--- config.mk ---
export PLATFORM = sky130hd
export DESIGN_NAME = two_pool_bitmap_page_allocator
export DESIGN_NICKNAME = d
export VERILOG_FILES = /design/src/hw/rtl/tpba_pkg.sv /design/src/hw/rtl/tpba_ram.sv /design/src/hw/rtl/two_pool_bitmap_page_allocator.sv
export SDC_FILE = /design/constraint.sdc
export NUM_CORES = 2
export LEC_CHECK = 0
export ABC_AREA = 0
export BUFFER_PORTS_ARGS = -buffer_cell sky130_fd_sc_hd__buf_4
export CORE_UTILIZATION = 45
export DETAILED_ROUTE_END_ITERATION = 8
export HOLD_SLACK_MARGIN = 0.06
export PLACE_DENSITY_LB_ADDON = 0.2
export SKIP_CTS_REPAIR_TIMING = 1
export SYNTH_ARGS = -nofsm -noshare
export SYNTH_HDL_FRONTEND = slang
export SYNTH_SLANG_ARGS = --single-unit
--- constraint.sdc ---
create_clock -name clock -period 8.5 [get_ports clock]
set_clock_uncertainty 0.1 [all_clocks]
set_input_delay 1.275 -clock clock [delete_from_list [all_inputs] [get_ports clock]]
set_output_delay 1.275 -clock clock [all_outputs]
set_load 0.05 [all_outputs]
--- src/hw/rtl/tpba_pkg.sv ---
// ----------------------------------------------------------------------------
// tpba_pkg
// shared types and constants of the two-pool bitmap page allocator
// ----------------------------------------------------------------------------
`default_nettype none

package tpba_pkg;

   localparam int ADDR_BITS          = 22;
   localparam int CNT_W              = 11;
   localparam int WORD_BITS          = 32;
   localparam int REQ_TDATA_W        = 24;
   localparam int REQ_TUSER_W        = 3;
   localparam int RSP_TDATA_W        = 24;
   localparam int RSP_TUSER_W        = 3;
   localparam int CSR_INDEX_W        = 2;
   localparam int DEF_MAX_POOL_PAGES = 1024;
   localparam int DEF_PAGE_BYTES     = 4096;

   typedef enum logic [1:0] {
      REQ_ALLOC,
      REQ_FREE,
      REQ_INIT
   } req_kind_type;

   typedef enum logic [2:0] {
      ST_OK,
      ST_NOT_INIT,
      ST_NO_FREE,
      ST_RANGE,
      ST_MISALIGNED
   } status_type;

   typedef enum logic [CSR_INDEX_W-1:0] {
      CSR_CODE_PAGE_COUNT,
      CSR_DATA_PAGE_COUNT,
      CSR_CODE_RESERVED,
      CSR_DATA_RESERVED
   } csr_index_type;

endpackage

`default_nettype wire

--- src/hw/rtl/tpba_ram.sv ---
// ----------------------------------------------------------------------------
// tpba_ram
// generic single write port, single read port ram with registered read
// ----------------------------------------------------------------------------
`default_nettype none

module tpba_ram
   import tpba_pkg::*;
#(
   parameter int WIDTH = WORD_BITS,
   parameter int DEPTH = 64
) (
   input  wire logic                     clock,
   input  wire logic                     wr_en,
   input  wire logic [$clog2(DEPTH)-1:0] wr_addr,
   input  wire logic [WIDTH-1:0]         wr_data,
   input  wire logic                     rd_en,
   input  wire logic [$clog2(DEPTH)-1:0] rd_addr,
   output logic      [WIDTH-1:0]         rd_data
);

   logic [WIDTH-1:0] mem_ff [DEPTH];
   logic [WIDTH-1:0] rd_data_ff;

   always_ff @(posedge clock) begin
      if (wr_en) begin
         mem_ff[wr_addr] <= wr_data;
      end
      if (rd_en) begin
         rd_data_ff <= mem_ff[rd_addr];
      end
   end

   assign rd_data = rd_data_ff;

endmodule

`default_nettype wire

--- src/hw/rtl/two_pool_bitmap_page_allocator.sv ---
// ----------------------------------------------------------------------------
// two_pool_bitmap_page_allocator
// first-fit page allocator over used-page bitmaps for a code and a data pool
// ----------------------------------------------------------------------------
// Both bitmaps live in one ram, one 32-bit word per cycle through a single
// read port and a single write port. An alloc request scans at most
// ceil(page_count/32) bitmap words (32 at the default of 1024 pages). Init
// rewrites every word of the ram, one word a cycle; the ram needs no clearing
// pass after reset because nothing reads it before the first init. One
// request is worked on at a time; a new request is taken while the previous
// response still waits in the output register.
// ----------------------------------------------------------------------------
`default_nettype none

module two_pool_bitmap_page_allocator
   import tpba_pkg::*;
#(
   parameter int MAX_POOL_PAGES = DEF_MAX_POOL_PAGES,
   parameter int PAGE_BYTES     = DEF_PAGE_BYTES
) (
   input  wire logic                   clock,
   input  wire logic                   reset,
   // request: tdata = free_address[21:0]; tuser = req_type[1:0], pool[2]
   input  wire logic                   req_tvalid,
   output logic                        req_tready,
   input  wire logic [REQ_TDATA_W-1:0] req_tdata,
   input  wire logic [REQ_TUSER_W-1:0] req_tuser,
   // response: tdata = page_address[21:0]; tuser = status[2:0]
   output logic                        rsp_tvalid,
   input  wire logic                   rsp_tready,
   output logic      [RSP_TDATA_W-1:0] rsp_tdata,
   output logic      [RSP_TUSER_W-1:0] rsp_tuser,
   // configuration
   input  wire logic                   csr_we,
   input  wire logic [CSR_INDEX_W-1:0] csr_index,
   input  wire logic [CNT_W-1:0]       csr_wdata
);

   localparam int POOL_WORDS = (MAX_POOL_PAGES + WORD_BITS - 1) / WORD_BITS;
   localparam int WORD_W     = (POOL_WORDS > 1) ? $clog2(POOL_WORDS) : 1;
   localparam int MEM_AW     = WORD_W + 1;
   localparam int MEM_DEPTH  = 2 << WORD_W;
   localparam int PB_LOG     = $clog2(PAGE_BYTES);
   localparam int IDX_W      = ADDR_BITS - PB_LOG;

   typedef enum logic [2:0] {
      S_IDLE,
      S_INIT,
      S_SCAN,
      S_FREE_WR,
      S_DONE
   } state_type;

   typedef struct packed {
      logic       found;
      logic [4:0] bit_idx;
   } hit_type;

   function automatic logic [CNT_W-1:0] clamp_count(input logic [CNT_W-1:0] n);
      if (32'(n) > 32'(MAX_POOL_PAGES)) begin
         return CNT_W'(MAX_POOL_PAGES);
      end
      return n;
   endfunction

   // ones for pages of this word that lie below lim
   function automatic logic [WORD_BITS-1:0] lead_mask(input logic [CNT_W-1:0] lim,
                                                      input logic [31:0] base);
      logic [31:0] rem;
      rem = 32'(lim) - base;
      if (32'(lim) <= base) begin
         return '0;
      end
      if (32'(lim) >= base + 32'(WORD_BITS)) begin
         return '1;
      end
      return (32'd1 << rem[4:0]) - 32'd1;
   endfunction

   function automatic hit_type lowest_set(input logic [WORD_BITS-1:0] v);
      hit_type h;
      h.found   = |v;
      h.bit_idx = '0;
      for (int i = WORD_BITS - 1; i >= 0; i--) begin
         if (v[i]) begin
            h.bit_idx = 5'(i);
         end
      end
      return h;
   endfunction

   // configuration registers
   logic [CNT_W-1:0] code_count_ff, data_count_ff, code_res_ff, data_res_ff;

   always_ff @(posedge clock) begin
      if (reset) begin
         code_count_ff <= '0;
         data_count_ff <= '0;
         code_res_ff   <= '0;
         data_res_ff   <= '0;
      end else if (csr_we) begin
         case (csr_index_type'(csr_index))
            CSR_CODE_PAGE_COUNT: code_count_ff <= csr_wdata;
            CSR_DATA_PAGE_COUNT: data_count_ff <= csr_wdata;
            CSR_CODE_RESERVED:   code_res_ff   <= csr_wdata;
            CSR_DATA_RESERVED:   data_res_ff   <= csr_wdata;
            default: ;
         endcase
      end
   end

   state_type         state_ff, state_in;
   logic              initialized_ff, initialized_in;
   logic              pool_ff, pool_in;
   logic [WORD_W-1:0] word_ff, word_in;
   logic [4:0]        bit_ff, bit_in;
   logic [MEM_AW-1:0] init_ff, init_in;
   status_type        res_status_ff, res_status_in;
   logic [ADDR_BITS-1:0] res_addr_ff, res_addr_in;
   logic              rsp_valid_ff, rsp_valid_in;
   status_type        rsp_status_ff, rsp_status_in;
   logic [ADDR_BITS-1:0] rsp_addr_ff, rsp_addr_in;

   logic                 mem_wr_en, mem_rd_en;
   logic [MEM_AW-1:0]    mem_wr_addr, mem_rd_addr;
   logic [WORD_BITS-1:0] mem_wr_data, mem_rd_data;

   tpba_ram #(
      .WIDTH (WORD_BITS),
      .DEPTH (MEM_DEPTH)
   ) u_bitmap_ram (
      .clock   (clock),
      .wr_en   (mem_wr_en),
      .wr_addr (mem_wr_addr),
      .wr_data (mem_wr_data),
      .rd_en   (mem_rd_en),
      .rd_addr (mem_rd_addr),
      .rd_data (mem_rd_data)
   );

   logic [CNT_W-1:0]     eff_code, eff_data, eff_req, eff_cur;
   logic [CNT_W-1:0]     code_lim, data_lim, init_lim, stack_page;
   logic                 req_pool;
   req_kind_type         req_kind;
   logic [ADDR_BITS-1:0] free_addr;
   logic [IDX_W-1:0]     free_idx;
   logic [WORD_W-1:0]    init_word_idx;
   logic [WORD_BITS-1:0] init_word, scan_cand;
   logic [31:0]          scan_base, init_base, words_used;
   hit_type              scan_hit;

   assign eff_code   = clamp_count(code_count_ff);
   assign eff_data   = clamp_count(data_count_ff);
   assign code_lim   = (code_res_ff < eff_code) ? code_res_ff : eff_code;
   assign data_lim   = (data_res_ff < eff_data) ? data_res_ff : eff_data;
   assign stack_page = eff_data - CNT_W'(1);

   assign req_kind  = req_kind_type'(req_tuser[1:0]);
   assign req_pool  = req_tuser[2];
   assign free_addr = req_tdata[ADDR_BITS-1:0];
   assign free_idx  = free_addr[ADDR_BITS-1:PB_LOG];
   assign eff_req   = req_pool ? eff_data : eff_code;
   assign eff_cur   = pool_ff ? eff_data : eff_code;

   // init word: leading reserved pages plus the stack page in the data pool
   assign init_word_idx = init_ff[WORD_W-1:0];
   assign init_base     = 32'(init_word_idx) << 5;
   assign init_lim      = init_ff[MEM_AW-1] ? data_lim : code_lim;

   always_comb begin
      init_word = lead_mask(init_lim, init_base);
      if (init_ff[MEM_AW-1] && (eff_data != '0) &&
          ((32'(stack_page) >> 5) == 32'(init_word_idx))) begin
         init_word[stack_page[4:0]] = 1'b1;
      end
   end

   assign scan_base  = 32'(word_ff) << 5;
   assign scan_cand  = ~mem_rd_data & lead_mask(eff_cur, scan_base);
   assign scan_hit   = lowest_set(scan_cand);
   assign words_used = (32'(eff_cur) + 32'(WORD_BITS - 1)) >> 5;

   always_comb begin
      state_in       = state_ff;
      initialized_in = initialized_ff;
      pool_in        = pool_ff;
      word_in        = word_ff;
      bit_in         = bit_ff;
      init_in        = init_ff;
      res_status_in  = res_status_ff;
      res_addr_in    = res_addr_ff;
      rsp_valid_in   = rsp_valid_ff;
      rsp_status_in  = rsp_status_ff;
      rsp_addr_in    = rsp_addr_ff;
      mem_wr_en      = 1'b0;
      mem_wr_addr    = {pool_ff, word_ff};
      mem_wr_data    = mem_rd_data;
      mem_rd_en      = 1'b0;
      mem_rd_addr    = {req_pool, WORD_W'(free_idx >> 5)};

      if (rsp_valid_ff && rsp_tready) begin
         rsp_valid_in = 1'b0;
      end

      case (state_ff)
         S_IDLE: begin
            if (req_tvalid) begin
               pool_in     = req_pool;
               res_addr_in = '0;
               state_in    = S_DONE;
               case (req_kind)
                  REQ_ALLOC: begin
                     if (!initialized_ff) begin
                        res_status_in = ST_NOT_INIT;
                     end else if (eff_req == '0) begin
                        res_status_in = ST_NO_FREE;
                     end else begin
                        mem_rd_en   = 1'b1;
                        mem_rd_addr = {req_pool, WORD_W'(0)};
                        word_in     = '0;
                        state_in    = S_SCAN;
                     end
                  end
                  REQ_FREE: begin
                     if (free_addr[PB_LOG-1:0] != '0) begin
                        res_status_in = ST_MISALIGNED;
                     end else if (!initialized_ff) begin
                        res_status_in = ST_NOT_INIT;
                     end else if (32'(free_idx) >= 32'(eff_req)) begin
                        res_status_in = ST_RANGE;
                     end else begin
                        mem_rd_en = 1'b1;
                        word_in   = WORD_W'(free_idx >> 5);
                        bit_in    = free_idx[4:0];
                        state_in  = S_FREE_WR;
                     end
                  end
                  REQ_INIT: begin
                     init_in  = '0;
                     state_in = S_INIT;
                  end
                  default: begin
                     res_status_in = ST_RANGE;
                  end
               endcase
            end
         end
         S_INIT: begin
            mem_wr_en   = 1'b1;
            mem_wr_addr = init_ff;
            mem_wr_data = init_word;
            if (init_ff == MEM_AW'(MEM_DEPTH - 1)) begin
               initialized_in = 1'b1;
               res_status_in  = ST_OK;
               state_in       = S_DONE;
            end else begin
               init_in = init_ff + MEM_AW'(1);
            end
         end
         S_SCAN: begin
            if (scan_hit.found) begin
               mem_wr_en     = 1'b1;
               mem_wr_data   = mem_rd_data | (WORD_BITS'(1) << scan_hit.bit_idx);
               res_status_in = ST_OK;
               res_addr_in   = ADDR_BITS'((scan_base | 32'(scan_hit.bit_idx)) << PB_LOG);
               state_in      = S_DONE;
            end else if (32'(word_ff) + 32'd1 >= words_used) begin
               res_status_in = ST_NO_FREE;
               state_in      = S_DONE;
            end else begin
               // next word read overlaps the check of this one
               mem_rd_en   = 1'b1;
               mem_rd_addr = {pool_ff, word_ff + WORD_W'(1)};
               word_in     = word_ff + WORD_W'(1);
            end
         end
         S_FREE_WR: begin
            mem_wr_en     = 1'b1;
            mem_wr_data   = mem_rd_data & ~(WORD_BITS'(1) << bit_ff);
            res_status_in = ST_OK;
            state_in      = S_DONE;
         end
         S_DONE: begin
            if (!rsp_valid_ff || rsp_tready) begin
               rsp_valid_in  = 1'b1;
               rsp_status_in = res_status_ff;
               rsp_addr_in   = res_addr_ff;
               state_in      = S_IDLE;
            end
         end
         default: begin
            state_in = S_IDLE;
         end
      endcase
   end

   always_ff @(posedge clock) begin
      if (reset) begin
         state_ff       <= S_IDLE;
         initialized_ff <= 1'b0;
         rsp_valid_ff   <= 1'b0;
      end else begin
         state_ff       <= state_in;
         initialized_ff <= initialized_in;
         rsp_valid_ff   <= rsp_valid_in;
      end
      pool_ff       <= pool_in;
      word_ff       <= word_in;
      bit_ff        <= bit_in;
      init_ff       <= init_in;
      res_status_ff <= res_status_in;
      res_addr_ff   <= res_addr_in;
      rsp_status_ff <= rsp_status_in;
      rsp_addr_ff   <= rsp_addr_in;
   end

   assign req_tready = (state_ff == S_IDLE);
   assign rsp_tvalid = rsp_valid_ff;
   assign rsp_tdata  = RSP_TDATA_W'(rsp_addr_ff);
   assign rsp_tuser  = rsp_status_ff;

endmodule

`default_nettype wire

==> metrics.log <==
[metrics] outcome: finished clean
[metrics] Sink Count: 2,172
[metrics] placeable core region: 209,600 µm²
[metrics] area enclosed by the die boundary: 212,700 µm²
[metrics] post-route worst setup slack: 0.5421 ns
[metrics] sequential area share after synthesis: 68.22%
[metrics] Crit path largest cell delay: about 0.9 ns
[metrics] cell area after placement: ~100,000 µm²
[metrics] per-cell routed wire length: 29.20 µm
[metrics] number of synthesis warnings: 0
[metrics] highest-delay cell along the critical path: sky130_fd_sc_hd__edfxtp_1
[metrics] most common flop cell mapped by yosys: sky130_fd_sc_hd__edfxtp_1
[metrics] vias in the first global route: a little under 60,000
[metrics] worst supply voltage drop on vdd: 0.0001672 V
[metrics] number of instances in the synthesized netlist: 7,051
[metrics] average size of a mapped cell: 13.46 µm²
[metrics] cell with the most instances after synthesis: sky130_fd_sc_hd__edfxtp_1
[metrics] ratio of cells with drive above 1 in the final layout: 13.01%
[metrics] switching fraction of total power: 23.09%
[metrics] combined global-route utilization of all metal layers: about 27%
[metrics] GP Congestion: between 0.9 and 1
[metrics] kind of critical path: reg -> reg
[metrics] cell family contributing the most delay on the critical path: compound AO/OA/AOI/OAI gates
[metrics] main area contributors after synthesis: sky130_fd_sc_hd__edfxtp_1 67%, sky130_fd_sc_hd__and3_1 5.0%, sky130_fd_sc_hd__a211oi_1 3.0%
[metrics] Max Root-Sink Buffers: 3
[metrics] EDFF count, synth: 2,123
[metrics] Pleak: approximately 0.036 µW
[metrics] Worst Path Max Fanout: 69
[metrics] Crit. End Element: flop
[metrics] width of the chip: 461.2 µm
[metrics] first-iteration detailed-routing DRC count: ~7,300
[metrics] max-cap violations: 0
[metrics] initial antenna violation count: 5
[metrics] DRT Wirelength: 294.5 mm
[metrics] clock tree from TritonCTS: yes
[metrics] effective utilization at floorplan: a little under half
[metrics] number of nets in the final layout: roughly 7,200
[metrics] post-place setup slack: 0.6303 ns
[metrics] Final min period: about 8 ns
[metrics] post-layout power: 22,460 µW
[metrics] Net Switching: approximately 5200 µW
[metrics] number of endpoints with negative hold slack in the final report: 0
[metrics] setup-violating endpoint count in the final report: 0
[metrics] wire length of the first global-routing pass: 420.4 mm
[metrics] antenna-violating nets left: 0
[metrics] number of max-slew violations in the final report: 0
[metrics] area leader, netlist: sky130_fd_sc_hd__edfxtp_1
[metrics] area overhead of the layout relative to synthesis: 13.82%
[metrics] proportion of power drawn by combinational gates: 7.3%
[metrics] dpl hpwl: 172.7 mm
[metrics] routed vias/inst: 6.263
[metrics] CTS Root Buffer Type: sky130_fd_sc_hd__clkbuf_16
[metrics] worst-case hold slack: 0.3405 ns
[metrics] Rows: 168
[metrics] element type at the critical path start: flop
[metrics] required time of the critical path: roughly 9.0 ns
[metrics] gr ovfl total: 0
[metrics] share of power burned in registers: between 50% and 60%
[metrics] I/O pin count: 74
[metrics] post-synthesis async set-or-reset flop share: 0%
[metrics] flip-flop and latch count after synthesis: 2,172
[metrics] source-to-sink clock delay at the later pin of the worst-skew pair: roughly 0.87 ns
[metrics] Rel. slew slack: 18.89%
[metrics] unrepaired setup endpoints after global routing: false
[metrics] count of input and output buffers: 57
[metrics] pin slew with the least headroom to its limit: 1.212 ns
[metrics] Vias: 63,180
[metrics] Clk pwr share: between 40% and 50%
[metrics] number of buffers inserted during clock tree synthesis: roughly 220
[metrics] iteration count of the initial detailed-routing pass: 8
[metrics] ratio of final minimum period to clock period: 93.62%
[metrics] cell area after synthesis: 94,890 µm²
[metrics] cell mode on critical path: sky130_fd_sc_hd__buf_4
[metrics] Post-synth top cells: 2,123 x sky130_fd_sc_hd__edfxtp_1, 751 x sky130_fd_sc_hd__and3_1, 518 x sky130_fd_sc_hd__nand2_1, 472 x sky130_fd_sc_hd__clkbuf_1, 379 x sky130_fd_sc_hd__a211oi_1
[metrics] DRC violation count after routing: 0
[metrics] maximum number of pins on one net before global-route repair: 121
[metrics] pwr/cell area: 207.9 nW/µm²
[metrics] Final Cell Area: 108,000 µm²
[metrics] endpoint arrival time on the critical path: approximately 8.5 ns
[metrics] final-layout setup total negative slack: 0 ns
[metrics] area fraction of the dominant cell type after synthesis: ~67%
[metrics] Pint: roughly 17,000 µW
[metrics] worst min-delay path class: reg -> reg
[metrics] clock-pin slew on the worst setup and hold paths: 0.06 ns
[metrics] maximum clock frequency: 125.7 MHz
[metrics] CP bufs+invs: 7
[metrics] Yosys cell types: between 100 and 150
[metrics] vertical die dimension: between 400 and 500 µm
[metrics] cell-by-cell trace of the critical path: nand2b_1 -> o22ai_2 -> nor3_2 -> buf_4 -> inv_1 -> ha_1 -> nand3_1 -> a21oi_1 -> mux2i_1 -> a21o_1 -> o2111a_1 -> a41oi_1 -> or2_4 -> o211ai_4 -> buf_12 -> buf_4 -> buf_12 -> a21boi_0 -> o31ai_1 -> o22ai_1 -> nor4_1 -> buf_4 -> nand4_1 -> buf_4
[metrics] number of levels the H-tree was split into: 4
[metrics by stage]
step	utilization [%]	cells
global placement	48.36	9688
CTS	51.53	10090
floorplan	-	7064
finish	51.54	10090
detailed placement	48.36	9688
global route	51.53	10090
[worst register-to-register path, stage by stage (launching register included)]
cell and delay [ns]:
sky130_fd_sc_hd__edfxtp_1 0.91, sky130_fd_sc_hd__nand2b_1 0.39, sky130_fd_sc_hd__o22ai_2 0.45, sky130_fd_sc_hd__nor3_2 0.09, sky130_fd_sc_hd__buf_4 0.18, sky130_fd_sc_hd__inv_1 0.15
sky130_fd_sc_hd__ha_1 0.43, sky130_fd_sc_hd__nand3_1 0.16, sky130_fd_sc_hd__a21oi_1 0.53, sky130_fd_sc_hd__mux2i_1 0.41, sky130_fd_sc_hd__a21o_1 0.26, sky130_fd_sc_hd__o2111a_1 0.20
sky130_fd_sc_hd__a41oi_1 0.31, sky130_fd_sc_hd__or2_4 0.44, sky130_fd_sc_hd__o211ai_4 0.30, sky130_fd_sc_hd__buf_12 0.21, sky130_fd_sc_hd__buf_4 0.28, sky130_fd_sc_hd__buf_12 0.28
sky130_fd_sc_hd__a21boi_0 0.16, sky130_fd_sc_hd__o31ai_1 0.26, sky130_fd_sc_hd__o22ai_1 0.16, sky130_fd_sc_hd__nor4_1 0.30, sky130_fd_sc_hd__buf_4 0.20, sky130_fd_sc_hd__nand4_1 0.31
sky130_fd_sc_hd__buf_4 0.29
[per-layer routing]
layer	GRT usage, %	vias up	wire length, µm
met2	42.95	2553	136800
met4	8.892	2	9814
li1	-	27970	-
met1	38.49	32230	125400
met5	0	-	8
met3	4.227	424	22560
[cells by family (layout without fill, tap and decap cells)]
group,after synthesis,count (layout),synth area share (%)
AND/OR/NAND/NOR,1842,1842,10.20
multiplexers,152,152,1.780
adder cells (fa/ha/maj),63,63,0.8307
flip-flops,2172,2172,68.22
XOR/XNOR,24,24,0.2215
AO/OA/AOI/OAI,2132,2132,15.85
other,1,17,0.003952
buffers and inverters,665,881,2.896
[cells in the final DEF, fill, tap and decap left out, drive strengths merged, types with 35 or more instances in the layout]
cell type / instances
inv: 55
and3: 751
a31oi: 66
nand2: 521
nor4: 44
o31ai: 271
a22o: 62
nand4: 45
nor3: 42
mux2: 131
clkbuf: 277
a2111oi: 35
buf: 436
clkinv: 103
o21ai: 239
edfxtp: 2123
a21oi: 255
dfxtp: 49
ha: 63
a311oi: 95
o22ai: 139
nand3: 77
nor2: 220
a211oi: 380
a21boi: 389
[flip-flops by register name, indices dropped and copies added, names as in the netlist, 5 cells and up]
register              count
data_count_ff            11
word_ff                   5
u_bitmap_ram.mem_ff    2048
u_bitmap_ram.rd_data     32
res_addr_ff              10
init_ff                   6
data_res_ff              11
code_res_ff              11
rsp_addr_ff              10
code_count_ff            11
bit_ff                    5
[final timing paths]
check,from,endpoint,slack [ns],cells after the start
worst min-delay path,res_addr_ff[12],rsp_addr_ff[12],0.34,0
worst max register to register,pool_ff,u_bitmap_ram.rd_data[1],0.54,24
worst min register to register,res_addr_ff[12],rsp_addr_ff[12],0.34,0
worst max-delay path,pool_ff,u_bitmap_ram.rd_data[1],0.54,24
[final cells by class]
class / count / area [µm²]
Antenna cell: 3 / 7.507
Clock buffer: 277 / 5783
Clock inverter: 120 / 860.8
Fill cell: 17470 / 101600
Inverter: 48 / 180.2
Multi-Input combinational cell: 4227 / 28320
Sequential cell: 2172 / 64730
Tap cell: 2805 / 3510
Timing Repair Buffer: 436 / 4612
[power groups by stage]
stage	Sequential [µW]	Combinational (µW)	Clock (µW)
2_1_floorplan	12000	909	0
4_1_cts	11800	1620	9170
3_3_place_gp	12000	1600	0
6_report	11800	1630	9050
3_5_place_dp	12000	1610	0
5_1_grt	11800	1730	9570
Power figures use the tool's default switching activity.
